### src/hw/rtl/wcpe_pkg.sv
// ---------------------------------------------------------------------------
// wcpe_pkg: shared definitions for the waveform column peak envelope
// Field widths, register indexes, request codes and reset values.
// ---------------------------------------------------------------------------
package wcpe_pkg;

  localparam int MAX_COLUMNS_DEF = 1024;

  localparam int SAMPLE_W   = 16;
  localparam int POS_W      = 25;
  localparam int INDEX_W    = 10;
  localparam int FUNC_W     = 2;
  localparam int PEAK_W     = 16;
  localparam int ROW_W      = 11;

  localparam int WIDTH_W    = 11;
  localparam int HEIGHT_W   = 12;
  localparam int GAIN_W     = 18;
  localparam int WINDOW_W   = 24;
  localparam int SCALE_W    = 32;

  localparam int CFG_IDX_W  = 3;
  localparam int CFG_DATA_W = 32;

  // register indexes
  localparam logic [CFG_IDX_W-1:0] CFG_IMAGE_WIDTH    = 3'd0;
  localparam logic [CFG_IDX_W-1:0] CFG_IMAGE_HEIGHT   = 3'd1;
  localparam logic [CFG_IDX_W-1:0] CFG_BAR_GAIN       = 3'd2;
  localparam logic [CFG_IDX_W-1:0] CFG_WINDOW_SAMPLES = 3'd3;
  localparam logic [CFG_IDX_W-1:0] CFG_COLUMN_SCALE   = 3'd4;

  // request codes
  localparam logic [FUNC_W-1:0] FUNC_ACCUM = 2'd0;
  localparam logic [FUNC_W-1:0] FUNC_READ  = 2'd1;
  localparam logic [FUNC_W-1:0] FUNC_CLEAR = 2'd2;

  // register reset values
  localparam logic [WIDTH_W-1:0]  RST_IMAGE_WIDTH    = 11'd1024;
  localparam logic [HEIGHT_W-1:0] RST_IMAGE_HEIGHT   = 12'd256;
  localparam logic [GAIN_W-1:0]   RST_BAR_GAIN       = 18'd27525;
  localparam logic [WINDOW_W-1:0] RST_WINDOW_SAMPLES = 24'd48000;
  localparam logic [SCALE_W-1:0]  RST_COLUMN_SCALE   = 32'd357564;

  // height clamp for the span
  localparam logic [HEIGHT_W-1:0] HEIGHT_MIN = 12'd8;
  localparam logic [HEIGHT_W-1:0] HEIGHT_MAX = 12'd2048;

  typedef struct packed {
    logic [HEIGHT_W-1:0] image_height;
    logic [GAIN_W-1:0]   bar_gain;
  } span_cfg_t;

endpackage

### src/hw/rtl/wcpe_span.sv
// ---------------------------------------------------------------------------
// wcpe_span: bar span of one column
// Registers peak times gain, then clamps the span around the mid row.
// ---------------------------------------------------------------------------
module wcpe_span import wcpe_pkg::*; (
  input  logic              clk,
  input  logic              load,
  input  logic [PEAK_W-1:0] peak,
  input  span_cfg_t         cfg,
  output logic [PEAK_W-1:0] peak_out,
  output logic [ROW_W-1:0]  bar_top,
  output logic [ROW_W-1:0]  bar_bottom
);

  localparam int PROD_W = PEAK_W + GAIN_W;

  logic [PROD_W-1:0]   prod;
  logic [PEAK_W-1:0]   peak_q;
  logic [ROW_W-1:0]    amp_raw;
  logic [ROW_W-1:0]    amp;
  logic [HEIGHT_W-1:0] h;
  logic [HEIGHT_W-1:0] h_m1;
  logic [ROW_W-1:0]    mid;
  logic [HEIGHT_W-1:0] bot_sum;
  logic [HEIGHT_W-1:0] bot;

  always_ff @(posedge clk) begin
    if (load) begin
      peak_q <= peak;
      prod   <= PROD_W'(peak) * PROD_W'(cfg.bar_gain);
    end
  end

  always_comb begin
    amp_raw = prod[PROD_W-1:23];
    amp     = (amp_raw == '0) ? ROW_W'(1) : amp_raw;
    if (cfg.image_height < HEIGHT_MIN) begin
      h = HEIGHT_MIN;
    end else if (cfg.image_height > HEIGHT_MAX) begin
      h = HEIGHT_MAX;
    end else begin
      h = cfg.image_height;
    end
    h_m1    = h - HEIGHT_W'(1);
    mid     = h[HEIGHT_W-1:1];
    bot_sum = {1'b0, mid} + {1'b0, amp};
    bot     = (bot_sum > h_m1) ? h_m1 : bot_sum;
    bar_top    = (amp < mid) ? (mid - amp) : '0;
    bar_bottom = bot[ROW_W-1:0];
    peak_out   = peak_q;
  end

endmodule

### config.mk
export PLATFORM = sky130hd
export DESIGN_NAME = wcpe_span
export DESIGN_NICKNAME = d
export VERILOG_FILES = /design/src/hw/rtl/wcpe_pkg.sv /design/src/hw/rtl/wcpe_span.sv
export SDC_FILE = /design/constraint.sdc
export NUM_CORES = 1
export LEC_CHECK = 0
export BUFFER_PORTS_ARGS = -buffer_cell sky130_fd_sc_hd__buf_2
export CAP_MARGIN = 10
export CORE_MARGIN = 2
export CORE_UTILIZATION = 40
export DETAILED_ROUTE_END_ITERATION = 10
export SYNTH_ARGS = -nofsm -noshare
export SYNTH_HDL_FRONTEND = slang
export SYNTH_SLANG_ARGS = --single-unit
### constraint.sdc
create_clock -name clk -period 18 [get_ports clk]
set_input_delay 4.5 -clock clk [delete_from_list [all_inputs] [get_ports clk]]
set_output_delay 4.5 -clock clk [all_outputs]
set_load 0.01 [all_outputs]
; Word level (Yosys, flattened, before mapping)
; Cells that the tools add are included.
[classes]
addsub = 3
mul = 1
div_mod_pow = 0
order_cmp = 4
n_eq_ne = 0
n_shift = 0
n_mux = 5
bitwise_logic = 0
n_reduce_logical = 1
[op_table]
columns = op, count
row1 = multiplier 16 x 18 -> 34 bit, 1
row2 = two-way mux 11 bit, 3
row3 = two-way mux 12 bit, 2
row4 = adder 11 x 11 -> 12 bit, 1
row5 = greater-than comparator 12 bit, 1
row6 = "greater-than comparator 12 bit, second input constant", 1
row7 = "less-than comparator 12 x 4 -> 1 bit, second input constant", 1
row8 = "subtractor 12 x 1 -> 12 bit, second input constant", 1
row9 = logical NOT 11 bit, 1
row10 = less-than comparator 11 bit, 1
row11 = subtractor 11 bit, 1
[word_totals]
ff_bits = 50
latchBits = 0
ramBits = 0
mem_bits_ro = 0
inputBits = 48
output_inout_bits = 38
word_cells = 16
n_memories = 0

; Depth between registers and ports, before layout
[depth]
ltp_word = 6
depth_mapped = 23

; Worst setup path after synthesis
; OpenSTA, ideal clock, no wires.
[synth_path]
kind = input-to-output
startpoint = input port cfg[24] in the netlist's numbering
endpoint = output port bar_bottom[8]
t_arrival_ns = 9.219
required_time_ns = 13.500
setup_slack_ns = 4.281
cell_stages = 21
n_path_buf = 1
path_cell_list = or4_1 or4_1 buf_2 o21ba_2 nand2_1 inv_1 ha_1 fa_1 nor2b_1 o21bai_1 a21oi_1 o21ai_0 a21oi_1 a311oi_1 inv_1 ha_1 nand4_1 nor3_1 a2111oi_0 nor2_1 mux2_2
[synth_via]
elab_chain_cells = 6
[synth_rtl]
columns = element, line_no
row1 = from (decl), wcpe_span.sv:9  ; input span_cfg_t cfg,
row2 = greater-than comparator 12 bit, wcpe_span.sv:39  ; end else if (cfg.image_height > HEIGHT_MAX) begin
row3 = two-way mux 12 bit, wcpe_span.sv:39
row4 = two-way mux 12 bit (*), wcpe_span.sv:37  ; if (cfg.image_height < HEIGHT_MIN) begin
row5 = subtractor 12 x 1 -> 12 bit or adder 11 x 11 -> 12 bit (tied branches), "wcpe_span.sv:44, wcpe_span.sv:46"
row6 = greater-than comparator 12 bit, wcpe_span.sv:47  ; bot = (bot_sum > h_m1) ? h_m1 : bot_sum;
row7 = two-way mux 11 bit (*), wcpe_span.sv:47
row8 = to (decl), wcpe_span.sv:12  ; output logic [ROW_W-1:0] bar_bottom
; Mark *: on every way between the ends. The rest lies on a longest branch, timed or not.

; Worst setup path in the final report
; Same ends and word-level chain as after synthesis.

==> run metrics <==
worst-case clock buffer depth 2; Rows between 60 and 70; Routability Congestion roughly 0.86; Pint 0.908 mW; final setup margin about 3 ns; per-cell routed wire length around 17 um; power per cell area between 150 and 200 nW/um^2; fin crit share 0.834; Gate power share 0.907; Hold Crit Endpoint peak_out[0]$_DFFE_PP_; router iterations before antenna repair 5; Seq/Total Area, Yosys 0.0710; CP required approximately 14 ns; Cell Chain, Critical Path buf_2 > or4_1 > or4_1 > o21ba_2 > nand2_1 > inv_1 > ha_1 > nand2b_1 > a21oi_1 > o21bai_1 > a31o_2 > o21bai_1 > a21oi_1 > xnor2_1 > inv_1 > ha_1 > a21o_1 > a21o_1 > a2111oi_2 > nor2_1 > mux2_2 > buf_2; worst hold path type input port to flip-flop; Distinct cells, synth 53; die area between 20000 and 30000 um^2; FF+latch count, synth 27; Switch Pwr between 1 and 1.5 mW; Max-slew headroom 0.269; Max stage delay cell, worst path a2111oi_2; Die Height 173 um; clock sinks 27; post-placement setup slack between 3 and 4 ns; worst hold start peak[0]; Port Buffers 85; Synth-to-Final Area Change 6.59%; CP startpoint kind input port; post-CTS setup buffer count 0; Synth Instances around 1300; EDFF count, synth 27; Critical Path AT between 10 and 15 ns; GR Util All Layers 0.197; final number of setup-violating endpoints 0; top cell type by total area after synthesis fa_1; Synth top area share 0.391; Peak Freq around 0.067 GHz; crit-path max cell delay 0.98 ns; CTS tree done; Min-Delay Path Depth 1; area occupied by multi-input gates about 9400 um^2; WS Path Type input port to primary output; antenna cells 0; Clock Tree Root clkbuf_16; Slew Viols, Final 0; Top FF cell, synth edfxtp_1; Worst-Margin Slew 1.09 ns; top post-synthesis cells by area fa_1, ha_1, inv_1; Post-CTS Resized 0; syn avg cell area roughly 8.8 um^2; Nets around 1700; largest net degree at the start of global routing 28; Reg power frac 0.068; register area roughly 810 um^2; most frequent cells in the layout inv_1, fa_1, nand2_1; Vias about 8600; final WL between 20000 and 30000 um; crit path buf inv count 4; Fin. Hold Viols 0; Switching Share 0.536; width of the die between 150 and 200 um; status completed; H-tree Lvls 1; Iteration-0 DRC Markers roughly 470; total congestion overflow 0; DPL Wire Length 22000 um; clock network power share 0.025; largest delay contributor family on the critical path compound AO/OA/AOI/OAI gates; hold buffer count at CTS 0; IO Pins 86; Crit Path Max Fanout 12; Synth Warn # 0; number of global-route vias before repair between 9000 and 10000; Mapped Area about 11000 um^2; core box area approximately 28000 um^2; vias per std cell ~5; global-route wire length before repair between 40000 and 50000 um; most common cell after layout, fill and taps aside inv_1; total CTS buffers 3; Filler cells 2836; fin crit period around 15 ns; layout cells sized above 1 0.0719; Leakage 6.26 nW; setup TNS 0 ns; CTS clk-pin slew, worst paths about 0.060 ns; RSZ-0062 raised after global routing false; max_cap viols 0; Routed Antenna Nets 0; Synth async-reset ratio 0; CP endpoint kind primary output; Starting Density 0.409; antenna violations before repair 0; syn nets approximately 1700; Peak VDD IR 101 uV; Remaining DRCs 0
-- logic make-up (layout without fill, tap and decap cells) --
kind of cell,count (synthesis),in the layout,synth area share
compound gates,120,120,0.0691
xor+xnor,30,30,0.0230
fa+ha+maj,361,361,0.542
buf+inv,335,363,0.110
flops,27,27,0.0710
mux,7,7,0.00624
other cells,1,1,0.000328
simple gates,413,413,0.178
-- routing by layer --
metal,track usage,vias up,share of wire
li1,-,4025,-
met1,0.288,4366,0.47
met2,0.326,235,0.47
met3,0.0172,14,0.051
met4,0.0265,0,0.0073
met5,0,-,0
-- state kept, by name, indices dropped and copies added (netlist names) --
signal and flops:
peak_out 16, prod 11
-- final cells by class --
class / count / share of cell area
Multi-Input combinational cell: 932 / 0.769
Inverter: 274 / 0.0845
Sequential cell: 27 / 0.0666
Tap cell: 378 / 0.0388
Timing Repair Buffer: 85 / 0.0349
Clock buffer: 3 / 0.00616
Clock inverter: 1 / 0.000411
-- Yosys cell counts, drive strengths merged (2+ instances only) --
| cell type | number |
|---|---|
| clkbuf | 59 |
| o31a | 2 |
| o221ai | 2 |
| nor4 | 7 |
| nand4 | 7 |
| a21oi | 38 |
| fa | 223 |
| a31oi | 3 |
| a211oi | 2 |
| buf | 2 |
| o31ai | 9 |
| inv | 273 |
| mux2i | 6 |
| o21bai | 7 |
| nor3 | 17 |
| nand3 | 10 |
| nor2b | 7 |
| o21ai | 21 |
| o21ba | 2 |
| a211o | 2 |
| xor2 | 7 |
| xnor2 | 23 |
| nand2 | 178 |
| edfxtp | 27 |
| a21o | 15 |
| nor2 | 34 |
| o211ai | 2 |
| a2111oi | 4 |
| nand2b | 3 |
| o21a | 2 |
| or4 | 5 |
| ha | 138 |
| and3 | 5 |
| and2 | 135 |
| a311oi | 2 |
-- worst max path at each step --
stage / to / slack, ns / cells after the start / startpoint
global route: bar_bottom[8] / 2.55 / 22 / cfg[24]
global placement: bar_bottom[8] / 3.19 / 22 / cfg[24]
finish: bar_bottom[8] / 2.99 / 22 / cfg[24]
detailed placement: bar_bottom[8] / 3.03 / 22 / cfg[24]
floorplan: bar_bottom[8] / 4.28 / 21 / cfg[24]
CTS: bar_bottom[8] / 3.03 / 22 / cfg[24]
-- metrics by stage --
step	utilization	std cells	instance area [um^2]	power (mW)	hold slack [ns]
floorplan	-	1294	11400	1.49	4.60
global placement	0.433	1696	12100	1.89	4.91
detailed placement	0.433	1696	12100	1.91	4.91
CTS	0.436	1700	12200	1.97	4.71
global route	0.436	1700	12200	2.26	4.71
finish	0.436	1700	12200	1.96	4.71
-- power by group through the flow --
| stage | combinational, mW | sequential (mW) | clock [mW] |
|---|---|---|---|
| floorplan | 1.36 | 0.130 | 0 |
| global placement | 1.75 | 0.135 | 0 |
| detailed placement | 1.77 | 0.135 | 0 |
| CTS | 1.79 | 0.134 | 0.0495 |
| global route | 2.07 | 0.136 | 0.0520 |
| finish | 1.77 | 0.134 | 0.0483 |
Power figures use the tool's default switching activity.
